<file path="src/hw/rtl/mlrp_pkg.sv">
// Shared types and constants of the mail LIST reply parser.
// No dependencies; every other file of the block but mlrp_fifo imports this package.
package mlrp_pkg;

	// Width of every numeric result field and of the slot register
	localparam int OUT_W   = 32;
	localparam int SLOTS_W = 16;

	// Queue depths, powers of two, at least two
	localparam int ITEM_DEPTH = 4;
	localparam int REC_DEPTH  = 4;

	// Characters the parser looks for
	localparam logic [7:0] CH_O     = 8'h4F;
	localparam logic [7:0] CH_K     = 8'h4B;
	localparam logic [7:0] CH_SPACE = 8'h20;
	localparam logic [7:0] CH_CR    = 8'h0D;
	localparam logic [7:0] CH_LF    = 8'h0A;
	localparam logic [7:0] CH_ZERO  = 8'h30;
	localparam logic [7:0] CH_NINE  = 8'h39;

	typedef enum logic [3:0] {
		PH_SEEK_O  = 4'd0,
		PH_SEEK_K  = 4'd1,
		PH_SKIP    = 4'd2,
		PH_COUNT   = 4'd3,
		PH_SEEK_CR = 4'd4,
		PH_SEEK_LF = 4'd5,
		PH_NUMBER  = 4'd6,
		PH_SIZE    = 4'd7,
		PH_SIZE_LF = 4'd8,
		PH_DONE    = 4'd9
	} phase_t;

	typedef enum logic [1:0] {
		REC_COUNT = 2'd0,
		REC_ENTRY = 2'd1,
		REC_END   = 2'd2
	} rec_kind_t;

	// Classified input byte
	typedef struct packed {
		logic       is_digit;
		logic [3:0] digit;
		logic       is_space;
		logic       is_cr;
		logic       is_lf;
		logic       is_o;
		logic       is_k;
		logic       is_end;
	} item_t;

	// One result record
	typedef struct packed {
		rec_kind_t        kind;
		logic [OUT_W-1:0] msg_number;
		logic [OUT_W-1:0] value;
		logic [OUT_W-1:0] total_size;
		logic             slot_valid;
		logic             found_ok;
		logic             last_record;
	} rec_t;

endpackage

</file>
<file path="src/hw/rtl/mlrp_fifo.sv">
// Small register queue with up to two writes and one read per cycle.
// Generic over the entry type; no package dependency.
module mlrp_fifo #(
	parameter type entry_t = logic,
	parameter int  DEPTH   = 4,
	localparam int PW      = $clog2(DEPTH),
	localparam int CW      = $clog2(DEPTH + 1)
) (
	input  logic          clk,
	input  logic          arst_n,
	input  logic [1:0]    wr_cnt,
	input  entry_t        wr_data0,
	input  entry_t        wr_data1,
	input  logic          rd_en,
	output entry_t        rd_data,
	output logic [CW-1:0] count
);

	entry_t        mem_q [DEPTH];
	logic [PW-1:0] wr_ptr_q;
	logic [PW-1:0] rd_ptr_q;
	logic [CW-1:0] count_q;

	// Advance pointers and fill level
	always_ff @(posedge clk or negedge arst_n) begin
		if (!arst_n) begin
			wr_ptr_q <= '0;
			rd_ptr_q <= '0;
			count_q  <= '0;
		end else begin
			wr_ptr_q <= wr_ptr_q + PW'(wr_cnt);
			rd_ptr_q <= rd_ptr_q + PW'(rd_en);
			count_q  <= count_q + CW'(wr_cnt) - CW'(rd_en);
		end
	end

	// Store incoming entries, second one behind the first
	always_ff @(posedge clk) begin
		if (wr_cnt[0] | wr_cnt[1]) begin
			mem_q[wr_ptr_q] <= wr_data0;
		end
		if (wr_cnt[1]) begin
			mem_q[wr_ptr_q + PW'(1)] <= wr_data1;
		end
	end

	assign rd_data = mem_q[rd_ptr_q];
	assign count   = count_q;

endmodule

</file>
<file path="src/hw/rtl/mlrp_front.sv">
// Front end: decodes one reply byte into the character classes the parser uses.
// Depends on mlrp_pkg.
module mlrp_front import mlrp_pkg::*; (
	input  logic [7:0] reply_byte,
	input  logic       end_of_reply,
	output item_t      item
);

	logic is_digit;

	assign is_digit = (reply_byte >= CH_ZERO) && (reply_byte <= CH_NINE);

	// Classify the byte; a digit's value is its low nibble
	always_comb begin
		item.is_digit = is_digit;
		item.digit    = is_digit ? reply_byte[3:0] : 4'd0;
		item.is_space = reply_byte == CH_SPACE;
		item.is_cr    = reply_byte == CH_CR;
		item.is_lf    = reply_byte == CH_LF;
		item.is_o     = reply_byte == CH_O;
		item.is_k     = reply_byte == CH_K;
		item.is_end   = end_of_reply;
	end

endmodule

</file>
<file path="src/hw/rtl/mlrp_back.sv">
// Back end: parse state machine, saturating decimal accumulators, record build.
// Depends on mlrp_pkg; writes up to two records per item into the record queue.
module mlrp_back import mlrp_pkg::*; #(
	parameter int VALUE_BITS = 32
) (
	input  logic               clk,
	input  logic               arst_n,
	input  logic               item_valid,
	input  item_t              item,
	input  logic               rec_room,
	input  logic [SLOTS_W-1:0] max_slots,
	output logic               item_take,
	output logic [1:0]         rec_wr_cnt,
	output rec_t               rec0,
	output rec_t               rec1
);

	localparam int VB = VALUE_BITS;

	phase_t        phase_q, phase_nx;
	logic [VB-1:0] acc_q, acc_nx;
	logic [VB-1:0] num_q, num_nx;
	logic [VB-1:0] sum_q, sum_nx;
	logic          ok_q, ok_nx;

	logic [VB+3:0] acc_wide;
	logic [VB-1:0] acc_dig;
	logic [VB:0]   sum_wide;
	logic [VB-1:0] sum_add;
	logic          slot_ok;
	logic          case_hit;
	rec_t          case_rec;
	rec_t          end_rec;

	// Keep the low result bits of a value, zero-extend a narrow one
	function automatic logic [OUT_W-1:0] to_out(input logic [VB-1:0] v);
		logic [OUT_W+VB-1:0] w;
		w = (OUT_W + VB)'(v);
		return w[OUT_W-1:0];
	endfunction

	// Multiply by ten and add the digit, saturate on overflow
	assign acc_wide = (VB + 4)'({acc_q, 3'b000}) + (VB + 4)'({acc_q, 1'b0})
		+ (VB + 4)'(item.digit);
	assign acc_dig  = (|acc_wide[VB+3:VB]) ? '1 : acc_wide[VB-1:0];

	// Saturating running total
	assign sum_wide = {1'b0, sum_q} + {1'b0, acc_q};
	assign sum_add  = sum_wide[VB] ? '1 : sum_wide[VB-1:0];

	// Slot number-1 below max_slots
	assign slot_ok = (num_q != '0) && (num_q <= VB'(max_slots));

	assign item_take = item_valid && rec_room;

	// Next phase, accumulators and records for the item at the queue head
	always_comb begin
		phase_nx = phase_q;
		acc_nx   = acc_q;
		num_nx   = num_q;
		sum_nx   = sum_q;
		ok_nx    = ok_q;
		case_hit = 1'b0;
		case_rec = '0;
		case_rec.found_ok    = ok_q;
		case_rec.last_record = !item.is_end;

		unique case (phase_q)
			PH_SEEK_O: begin
				if (item.is_o) begin
					phase_nx = PH_SEEK_K;
				end
			end
			PH_SEEK_K: begin
				if (item.is_k && !item.is_end) begin
					ok_nx    = 1'b1;
					acc_nx   = '0;
					phase_nx = PH_SKIP;
				end else begin
					phase_nx = item.is_o ? PH_SEEK_K : PH_SEEK_O;
				end
			end
			PH_SKIP: begin
				phase_nx = PH_COUNT;
			end
			PH_COUNT: begin
				priority if (item.is_digit) begin
					acc_nx = acc_dig;
				end else if (!item.is_space) begin
					case_hit            = 1'b1;
					case_rec.kind       = REC_COUNT;
					case_rec.value      = to_out(acc_q);
					case_rec.total_size = to_out(sum_q);
					acc_nx              = '0;
					phase_nx            = PH_SEEK_CR;
				end else begin
					// Skip spaces inside the count
				end
			end
			PH_SEEK_CR: begin
				if (item.is_cr) begin
					phase_nx = PH_SEEK_LF;
				end
			end
			PH_SEEK_LF: begin
				if (item.is_lf && !item.is_end) begin
					acc_nx   = '0;
					phase_nx = PH_NUMBER;
				end else begin
					phase_nx = item.is_cr ? PH_SEEK_LF : PH_SEEK_CR;
				end
			end
			PH_NUMBER: begin
				priority if (item.is_digit) begin
					acc_nx = acc_dig;
				end else if (item.is_space) begin
					num_nx   = acc_q;
					acc_nx   = '0;
					phase_nx = PH_SIZE;
				end else begin
					phase_nx = PH_DONE;
				end
			end
			PH_SIZE: begin
				priority if (item.is_digit) begin
					acc_nx = acc_dig;
				end else if (item.is_cr) begin
					phase_nx = PH_SIZE_LF;
				end else begin
					// Drop stray bytes inside the size
				end
			end
			PH_SIZE_LF: begin
				priority if (item.is_lf && !item.is_end) begin
					sum_nx              = sum_add;
					case_hit            = 1'b1;
					case_rec.kind       = REC_ENTRY;
					case_rec.msg_number = to_out(num_q);
					case_rec.value      = to_out(acc_q);
					case_rec.total_size = to_out(sum_add);
					case_rec.slot_valid = slot_ok;
					acc_nx              = '0;
					phase_nx            = PH_NUMBER;
				end else if (item.is_digit) begin
					acc_nx   = acc_dig;
					phase_nx = PH_SIZE;
				end else if (!item.is_cr) begin
					phase_nx = PH_SIZE;
				end else begin
					// Hold on a repeated CR
				end
			end
			default: begin
			end
		endcase

		// End record sees the state left by this byte, then rearm
		end_rec             = '0;
		end_rec.kind        = REC_END;
		end_rec.total_size  = to_out(sum_nx);
		end_rec.found_ok    = ok_nx;
		end_rec.last_record = 1'b1;

		if (item.is_end) begin
			phase_nx = PH_SEEK_O;
			acc_nx   = '0;
			num_nx   = '0;
			sum_nx   = '0;
			ok_nx    = 1'b0;
		end

		rec0       = case_hit ? case_rec : end_rec;
		rec1       = end_rec;
		rec_wr_cnt = item_take ? (2'(case_hit) + 2'(item.is_end)) : 2'd0;
	end

	// Hold parse state, advance it on each taken item
	always_ff @(posedge clk or negedge arst_n) begin
		if (!arst_n) begin
			phase_q <= PH_SEEK_O;
			acc_q   <= '0;
			num_q   <= '0;
			sum_q   <= '0;
			ok_q    <= 1'b0;
		end else if (item_take) begin
			phase_q <= phase_nx;
			acc_q   <= acc_nx;
			num_q   <= num_nx;
			sum_q   <= sum_nx;
			ok_q    <= ok_nx;
		end
	end

endmodule

</file>
<file path="src/hw/rtl/mail_list_reply_parser_unit.sv">
// Top level of the mail LIST reply parser: byte queue in, record queue out.
// Depends on mlrp_pkg, mlrp_front, mlrp_fifo and mlrp_back.
//
//   channel   handshake              payload
//   bytes     push / full            reply_byte, end_of_reply
//   records   pop / empty            record_kind, msg_number, value,
//                                    total_size, slot_valid, found_ok, last_record
//   config    cfg_valid / cfg_ready  cfg_data (max_slots)
//
// One byte a cycle sustained while the record queue has room; a byte is classified
// on entry and parsed in the cycle after or later, at the head of the four-entry
// byte queue. A byte yielding a record plus the end record needs two pops, so the
// four-entry record queue sets the rate when such bytes follow closely.
// Reset clears the parse state, both queues and max_slots; no clearing pass.
module mail_list_reply_parser_unit import mlrp_pkg::*; #(
	parameter int VALUE_BITS = 32
) (
	input  logic               clk,
	input  logic               arst_n,
	input  logic               push,
	output logic               full,
	input  logic [7:0]         reply_byte,
	input  logic               end_of_reply,
	output logic               empty,
	input  logic               pop,
	output logic [1:0]         record_kind,
	output logic [OUT_W-1:0]   msg_number,
	output logic [OUT_W-1:0]   value,
	output logic [OUT_W-1:0]   total_size,
	output logic               slot_valid,
	output logic               found_ok,
	output logic               last_record,
	input  logic               cfg_valid,
	output logic               cfg_ready,
	input  logic [SLOTS_W-1:0] cfg_data
);

	localparam int ICW = $clog2(ITEM_DEPTH + 1);
	localparam int RCW = $clog2(REC_DEPTH + 1);

	logic [SLOTS_W-1:0] max_slots_q;
	item_t              item_in;
	item_t              item_head;
	logic [ICW-1:0]     item_count;
	logic               item_empty;
	logic               item_take;
	logic               push_ok;
	logic [RCW-1:0]     rec_count;
	logic               rec_room;
	logic [1:0]         rec_wr_cnt;
	rec_t               rec0;
	rec_t               rec1;
	rec_t               rec_head;
	logic               pop_ok;

	// Configuration register, always ready
	assign cfg_ready = 1'b1;

	always_ff @(posedge clk or negedge arst_n) begin
		if (!arst_n) begin
			max_slots_q <= '0;
		end else if (cfg_valid && cfg_ready) begin
			max_slots_q <= cfg_data;
		end
	end

	// Classify incoming bytes
	mlrp_front u_front (
		.reply_byte  (reply_byte),
		.end_of_reply(end_of_reply),
		.item        (item_in)
	);

	assign full    = item_count == ICW'(ITEM_DEPTH);
	assign push_ok = push && !full;

	// Byte queue between front and back
	mlrp_fifo #(
		.entry_t(item_t),
		.DEPTH  (ITEM_DEPTH)
	) u_item_q (
		.clk     (clk),
		.arst_n  (arst_n),
		.wr_cnt  ({1'b0, push_ok}),
		.wr_data0(item_in),
		.wr_data1(item_in),
		.rd_en   (item_take),
		.rd_data (item_head),
		.count   (item_count)
	);

	assign item_empty = item_count == '0;
	assign rec_room   = rec_count <= RCW'(REC_DEPTH - 2);

	// Parse bytes into records
	mlrp_back #(
		.VALUE_BITS(VALUE_BITS)
	) u_back (
		.clk       (clk),
		.arst_n    (arst_n),
		.item_valid(!item_empty),
		.item      (item_head),
		.rec_room  (rec_room),
		.max_slots (max_slots_q),
		.item_take (item_take),
		.rec_wr_cnt(rec_wr_cnt),
		.rec0      (rec0),
		.rec1      (rec1)
	);

	// Record queue toward the consumer
	mlrp_fifo #(
		.entry_t(rec_t),
		.DEPTH  (REC_DEPTH)
	) u_rec_q (
		.clk     (clk),
		.arst_n  (arst_n),
		.wr_cnt  (rec_wr_cnt),
		.wr_data0(rec0),
		.wr_data1(rec1),
		.rd_en   (pop_ok),
		.rd_data (rec_head),
		.count   (rec_count)
	);

	assign empty  = rec_count == '0;
	assign pop_ok = pop && !empty;

	assign record_kind = rec_head.kind;
	assign msg_number  = rec_head.msg_number;
	assign value       = rec_head.value;
	assign total_size  = rec_head.total_size;
	assign slot_valid  = rec_head.slot_valid;
	assign found_ok    = rec_head.found_ok;
	assign last_record = rec_head.last_record;

	// Record queue never overflows
	a_rec_bound: assert property (@(posedge clk) disable iff (!arst_n)
		rec_count <= RCW'(REC_DEPTH))
		else $error("record queue overflow");

	// A final byte always leaves at least its end record
	a_end_rec: assert property (@(posedge clk) disable iff (!arst_n)
		(item_take && item_head.is_end) |-> (rec_wr_cnt != 2'd0))
		else $error("final byte produced no record");

	// An accepted byte is waiting in the byte queue on the next cycle
	a_push_held: assert property (@(posedge clk) disable iff (!arst_n)
		push_ok |=> !item_empty)
		else $error("accepted byte lost");

endmodule

</file>
<file path="config.mk">
export PLATFORM = sky130hd
export DESIGN_NAME = mail_list_reply_parser_unit
export DESIGN_NICKNAME = d
export VERILOG_FILES = /design/src/hw/rtl/mlrp_pkg.sv /design/src/hw/rtl/mlrp_fifo.sv /design/src/hw/rtl/mlrp_front.sv /design/src/hw/rtl/mlrp_back.sv /design/src/hw/rtl/mail_list_reply_parser_unit.sv
export SDC_FILE = /design/constraint.sdc
export NUM_CORES = 1
export LEC_CHECK = 0
export ABC_AREA = 1
export BUFFER_PORTS_ARGS = -buffer_cell sky130_fd_sc_hd__buf_4
export CAP_MARGIN = 20
export CORE_MARGIN = 3
export CORE_UTILIZATION = 45
export DETAILED_ROUTE_END_ITERATION = 8
export PLACE_DENSITY_LB_ADDON = 0.05
export REMOVE_ABC_BUFFERS = 1
export SYNTH_ARGS = -nofsm -noshare
export SYNTH_HDL_FRONTEND = slang
export SYNTH_HIERARCHICAL = 1
export SYNTH_SLANG_ARGS = --single-unit
export TNS_END_PERCENT = 5
</file>
<file path="constraint.sdc">
create_clock -name clk -period 12.52 [get_ports clk]
set_clock_uncertainty 0.2 [all_clocks]
set_input_delay 0 -clock clk [delete_from_list [all_inputs] [get_ports clk]]
set_output_delay 0 -clock clk [all_outputs]
set_load 0.1 [all_outputs]
</file>
# Yosys cells after proc, flatten, opt, wreduce, memory -nomap -nowiden
# Memories as Yosys holds them, arrays and structs flattened.
# Index checks and enable logic that the tools add are counted.
[word_totals]
input_bits = 30
mem_bits_rw = 448
regBits = 131
elab_cells = 141
output_inout_bits = 104
mem_count = 2
[op_classes]
order_cmp = 4
bitwise_logic = 1
n_reduce_logical = 23
n_mux = 59
add_sub_neg = 13
n_eq_ne = 27
[memory_table]
columns = ["name", "depth", "word_bits", "read_ports", "rd_ports_with_merged_regs", "write_ports", "line", "rtl"]
rows = [
  ["u_rec_q.mem_q", 4, 101, 1, 0, 2, "mlrp_fifo.sv:19", "entry_t mem_q [DEPTH];"],
  ["u_item_q.mem_q", 4, 11, 1, 0, 1, "mlrp_fifo.sv:19", ""],
]
[op_table]
columns = ["operator", "n"]
rows = [
  ["two-way mux 32 bit", 19],
  ["one-hot mux 32 bit (6 select lines)", 1],
  ["two-way mux 64 bit", 2],
  ["one-hot mux 64 bit (2 select lines)", 1],
  ["two-way mux 101 bit", 1],
  ["two-way mux 98 bit", 1],
  ["two-way mux 4 bit", 15],
  ["adder 35 x 33 -> 36 bit", 1],
  ["adder 36 x 4 -> 36 bit", 1],
  ["one-hot mux 4 bit (9 select lines)", 1],
  ["adder 32 x 32 -> 33 bit", 1],
  ["less-or-equal comparator 32 x 16 -> 1 bit", 1],
  ["nonzero test 32 bit", 1],
  ["equality test 4 x 3 -> 1 bit, second input constant", 4],
  ["equality test 8 x 4 -> 1 bit, second input constant", 2],
  ["equality test 8 x 7 -> 1 bit, second input constant", 2],
  ["two-way mux 1 bit", 16],
  ["inequality test 3 x 1 -> 1 bit, second input constant", 5],
  ["AND reduction 10 bit", 1],
  ["nonzero test 10 bit", 1],
  ["inequality test 3 x 2 -> 1 bit, second input constant", 3],
  ["equality test 4 x 2 -> 1 bit, second input constant", 2],
  ["equality test 8 x 6 -> 1 bit, second input constant", 1],
  ["greater-or-equal comparator 8 x 6 -> 1 bit, second input constant", 1],
  ["other kinds (29)", 43],
]

# Longest topological paths before layout
# An unclocked memory read counts as a cell.
[depth]
ltp_word = 10
depth_mapped = 27
mapped_depth_nobuf = 25

# Modules after synthesis
# The synthesis kept the hierarchy.
[modules_own_cells]
columns = ["mod", "instances", "area_per_inst_um2", "seq_area_each_um2", "cells_per_inst"]
rows = [
  ["mlrp_fifo (u_rec_q)", 1, 23263.6, 12306.8, 2984],
  ["mlrp_back", 1, 11721.2, 2527.4, 1857],
  ["mlrp_fifo (u_item_q)", 1, 2997.9, 1496.4, 373],
  ["mail_list_reply_parser_unit", 1, 715.7, 400.4, 82],
  ["mlrp_front", 1, 173.9, 0.0, 39],
]

# Least setup slack after synthesis
# No wires, ideal clock.
[synth_timing]
kind = "register to register"
startpoint = "reg u_item_q.rd_ptr_q[0]"
endpoint = "mem u_rec_q/mem_q[2][0] (netlist name), enable pin"
setup_slack_ns = 2.094
t_arrival_ns = 9.526
stages_incl_launch_ff = 19
synth_period_minus_slack_ns = 10.426
required_ns = 11.620
cell_sequence = "dfrtp_1 > inv_2 > buf_2 > nand2_1 > nand3_1 > nand2_1 > buf_2 > nor2_1 > inv_2 > nor2_4 > inv_2 > nand2_1 > ha_1 > inv_1 > nor2_1 > buf_4 > buf_2 > nor2_1 > o21ai_0"
[synth_lines]
columns = ["element", "line", "rtl"]
rows = [
  ["start: declaration", "mlrp_fifo.sv:21", "logic [PW-1:0] rd_ptr_q;"],
  ["start signal: assignment", "mlrp_fifo.sv:32", "rd_ptr_q <= rd_ptr_q + PW'(rd_en);"],
  ["end: declaration", "mlrp_fifo.sv:19", ""],
]

==> results.ini <==
[floorplanning]
ios=134
core_area_um2=85400
die_h_um=300
dieArea_um2=89900
rows=107
fp.dieW_um=300
start_util_pct=45.5

[drt]
drt_iter0_markers=2680
wire_per_inst_um=18.7
vias_per_cell=5.15
via_count=33900
ant_nets=0
post-route-drc-count=0
firstDrtPassIters=6
finalWirelength_mm=124

[cells_and_area]
fin_nets=5547
layout_commonest_cell=nand2_1
nFillCells=8448
diodes=0
drive_gt1_share_pct=7.01
layout_common_cells=nand2_1 (1996), inv_1 (877), nand3_1 (545)
utilization_pct=50.5
area_delta_synth_final_pct=10.9

[clock_tree]
cts_root_buf=clkbuf_16
ctsResizeCount=0
clock_sinks=579
holdBufCountCts=86
clk_latency_ns=0.61
htree_num_levels=3
post_cts_buffers=0
cts_buffer_depth=3
cts.clk_slew.worst_paths_ns=0.06
cts_made_buffers=70
tritoncts=yes

[setup_path]
crit_required_ns=12.55
worst-path-max-fanout=126
r2r-end=u_rec_q/mem_q[0][15]
crit_chain=inv_2, nand2_1, nand3_1, nand2_1, nor2_1, inv_2, nor2_4, inv_2, nand2_1, ha_1, inv_1, nor2_4, buf_12, nand3_4, nand2_4, buf_4
worstRegToRegCells=16
r2r-start=u_item_q/rd_ptr_q[0]
crit_family=simple AND/OR/NAND/NOR gates
endpoint_kind=flop
cp.arrival_ns=6.33
rrSetupSlack_ns=6.22
cpMaxStageDelayCell=nand2_4
critPathLaunchType=flop
slowest_delay_ns=0.95
path_buf_inv=6
criticalPathCategory=reg -> reg

[synth]
post_synth_num_cell_types=50
synth_ff_type=edfxtp_1
synthesis.area_um2=38900
postSynthCellCount=5335
ys_warn_count=6
async_reset_ff_share_pct=22.6
synth_edf_count=448
synth-seq-cells=579
yosysSeqAreaShare_pct=43.0
synth.avg_cell_area_um2=7.29

[placement]
place.gp.congestion=0.943
dpl.hpwl_mm=74.6
portBuffers=132

[power]
pwr-share-clk_pct=21.7
intPower_mw=4.45
combPwrFrac_pct=50.6
p_per_area_nw_per_um2=217
swShare_pct=52.3
p_leak_nw=21.3
power_frac_seq_pct=27.7
p_sw_mw=4.89
ir_worst_vdd_mv=0.247

[sta]
worst_pin_slew_ns=1.14
setup_viol=0
maxSlewHeadroom_pct=23.9
fin_crit_sh_pct=50.3
final_hold_viol_count=0
grt_setup_unrepaired=false
clock.fmax_ghz=0.159
period_minus_slack_ns=6.30
final.setup.tns_ns=0
hold_ws_ns=0.0825
slew_viol_final=0

[grt]
gr-usage-all-layers_pct=27.2
grt_overflow_total=0
grt_first_pass_wirelength_mm=191
antenna_found_initial=1
grt_pass1_vias=32600
grt_max_degree=127

[hold_path]
hold_depth=4
hold_end=u_item_q/mem_q[1][0]
min-delay-start=end_of_reply
hold_class=in -> reg

[run]
maxCapViolCount=0

[outcome]
status=finished, final reports clean

[power groups by stage]
stage	Combinational, mW	Sequential [mW]	Clock (mW)
after floorplan	3.25	2.75	0
after global placement	4.70	2.62	0
after detailed placement	4.72	2.63	0
after CTS	4.75	2.59	2.07
after global routing	5.00	2.62	2.14
final	4.73	2.59	2.02
[per-layer routing]
metal	GRT usage, %	share of wire, %
met5	0	0
met3	3.22	5.8
met1	36.9	44
met2	46.1	47
met4	7.75	2.7
[cell families after synthesis]
family / count (synthesis) / share of synthesized area (%)
AO/OA/AOI/OAI: 394 / 5.97
XOR/XNOR: 46 / 1.04
AND/OR/NAND/NOR: 2947 / 31.8
other: 4 / 0.0386
adder cells (fa/ha/maj): 127 / 4.18
flip-flops: 579 / 43.0
buffers and inverters: 1238 / 13.9
[tightest hold or removal path, stage by stage]
cell and delay [ns]:
dlygate4sd3_1 0.52, buf_4 0.14, nand2_1 0.06, nand2_1 0.05
[final cells by class]
cell class,instances,area (µm²),share of cell area (%)
clock inverters,28,245,0.569
repair buffers,260,2210,5.12
flip-flops and latches,579,16700,38.9
clock buffers,100,2020,4.68
inverters,893,3360,7.81
well taps,1144,1430,3.32
multi-input cells,3586,17100,39.7
[registers in the layout, summed over array words and instances, names as in the netlist]
name / flops
u_rec_q/mem_q: 404
u_item_q/mem_q: 44
u_back/num_q: 32
max_slots_q: 16
u_rec_q/rd_ptr_q: 2
u_back/acc_q: 32
u_back/phase_q: 4
u_rec_q/count: 3
u_back/ok_q: 1
u_item_q/rd_ptr_q: 2
u_item_q/wr_ptr_q: 2
u_item_q/count: 3
u_back/sum_q: 32
u_rec_q/wr_ptr_q: 2
[worst max-delay path by stage]
stage / start / endpoint / slack, ns / cells after the start
2_1_floorplan: u_item_q/rd_ptr_q[0] / u_rec_q/mem_q[2][0] / -6.85 / 14
3_3_place_gp: u_item_q/rd_ptr_q[0] / u_rec_q/mem_q[0][46] / 6.30 / 16
3_5_place_dp: u_item_q/rd_ptr_q[0] / u_rec_q/mem_q[0][46] / 6.23 / 16
4_1_cts: u_item_q/rd_ptr_q[0] / u_rec_q/mem_q[0][15] / 6.23 / 16
5_1_grt: u_item_q/rd_ptr_q[0] / u_rec_q/mem_q[0][46] / 5.81 / 16
6_report: u_item_q/rd_ptr_q[0] / u_rec_q/mem_q[0][15] / 6.22 / 16
[per-stage QoR]
step           setup slack, ns  instances  area (µm²)  power [mW]
6_report                  6.22       6590       43100        9.34
3_5_place_dp              6.23       6375       40000        7.34
2_1_floorplan            -6.85       5058       37100        5.99
5_1_grt                   5.81       6590       43100        9.76
3_3_place_gp              6.30       6375       40000        7.32
4_1_cts                   6.23       6589       43100        9.40
[cells in the mapped netlist (all sizes together) (2+ instances only)]
cell	count	area, µm²
a31oi	5	37.5
nand3	555	2820
xor2	18	158
dfrtp	131	3280
edfxtp	448	13500
o2111ai	2	17.5
fa	5	100
o21ai	181	973
nand3b	13	97.6
conb	4	15.0
xnor2	28	245
a21boi	32	244
o31ai	2	15.0
nand2	2008	7560
nor2	204	841
nand4	131	820
clkbuf	61	229
o21bai	13	97.6
nor4	8	50.1
or2	7	43.8
ha	122	1530
o22ai	34	213
o21a	6	45.0
nor3	15	86.3
inv	893	3350
a21oi	106	561
buf	284	1840
and2	6	37.5
a21o	7	52.6
No activity file was read; power rests on OpenSTA's default activity.
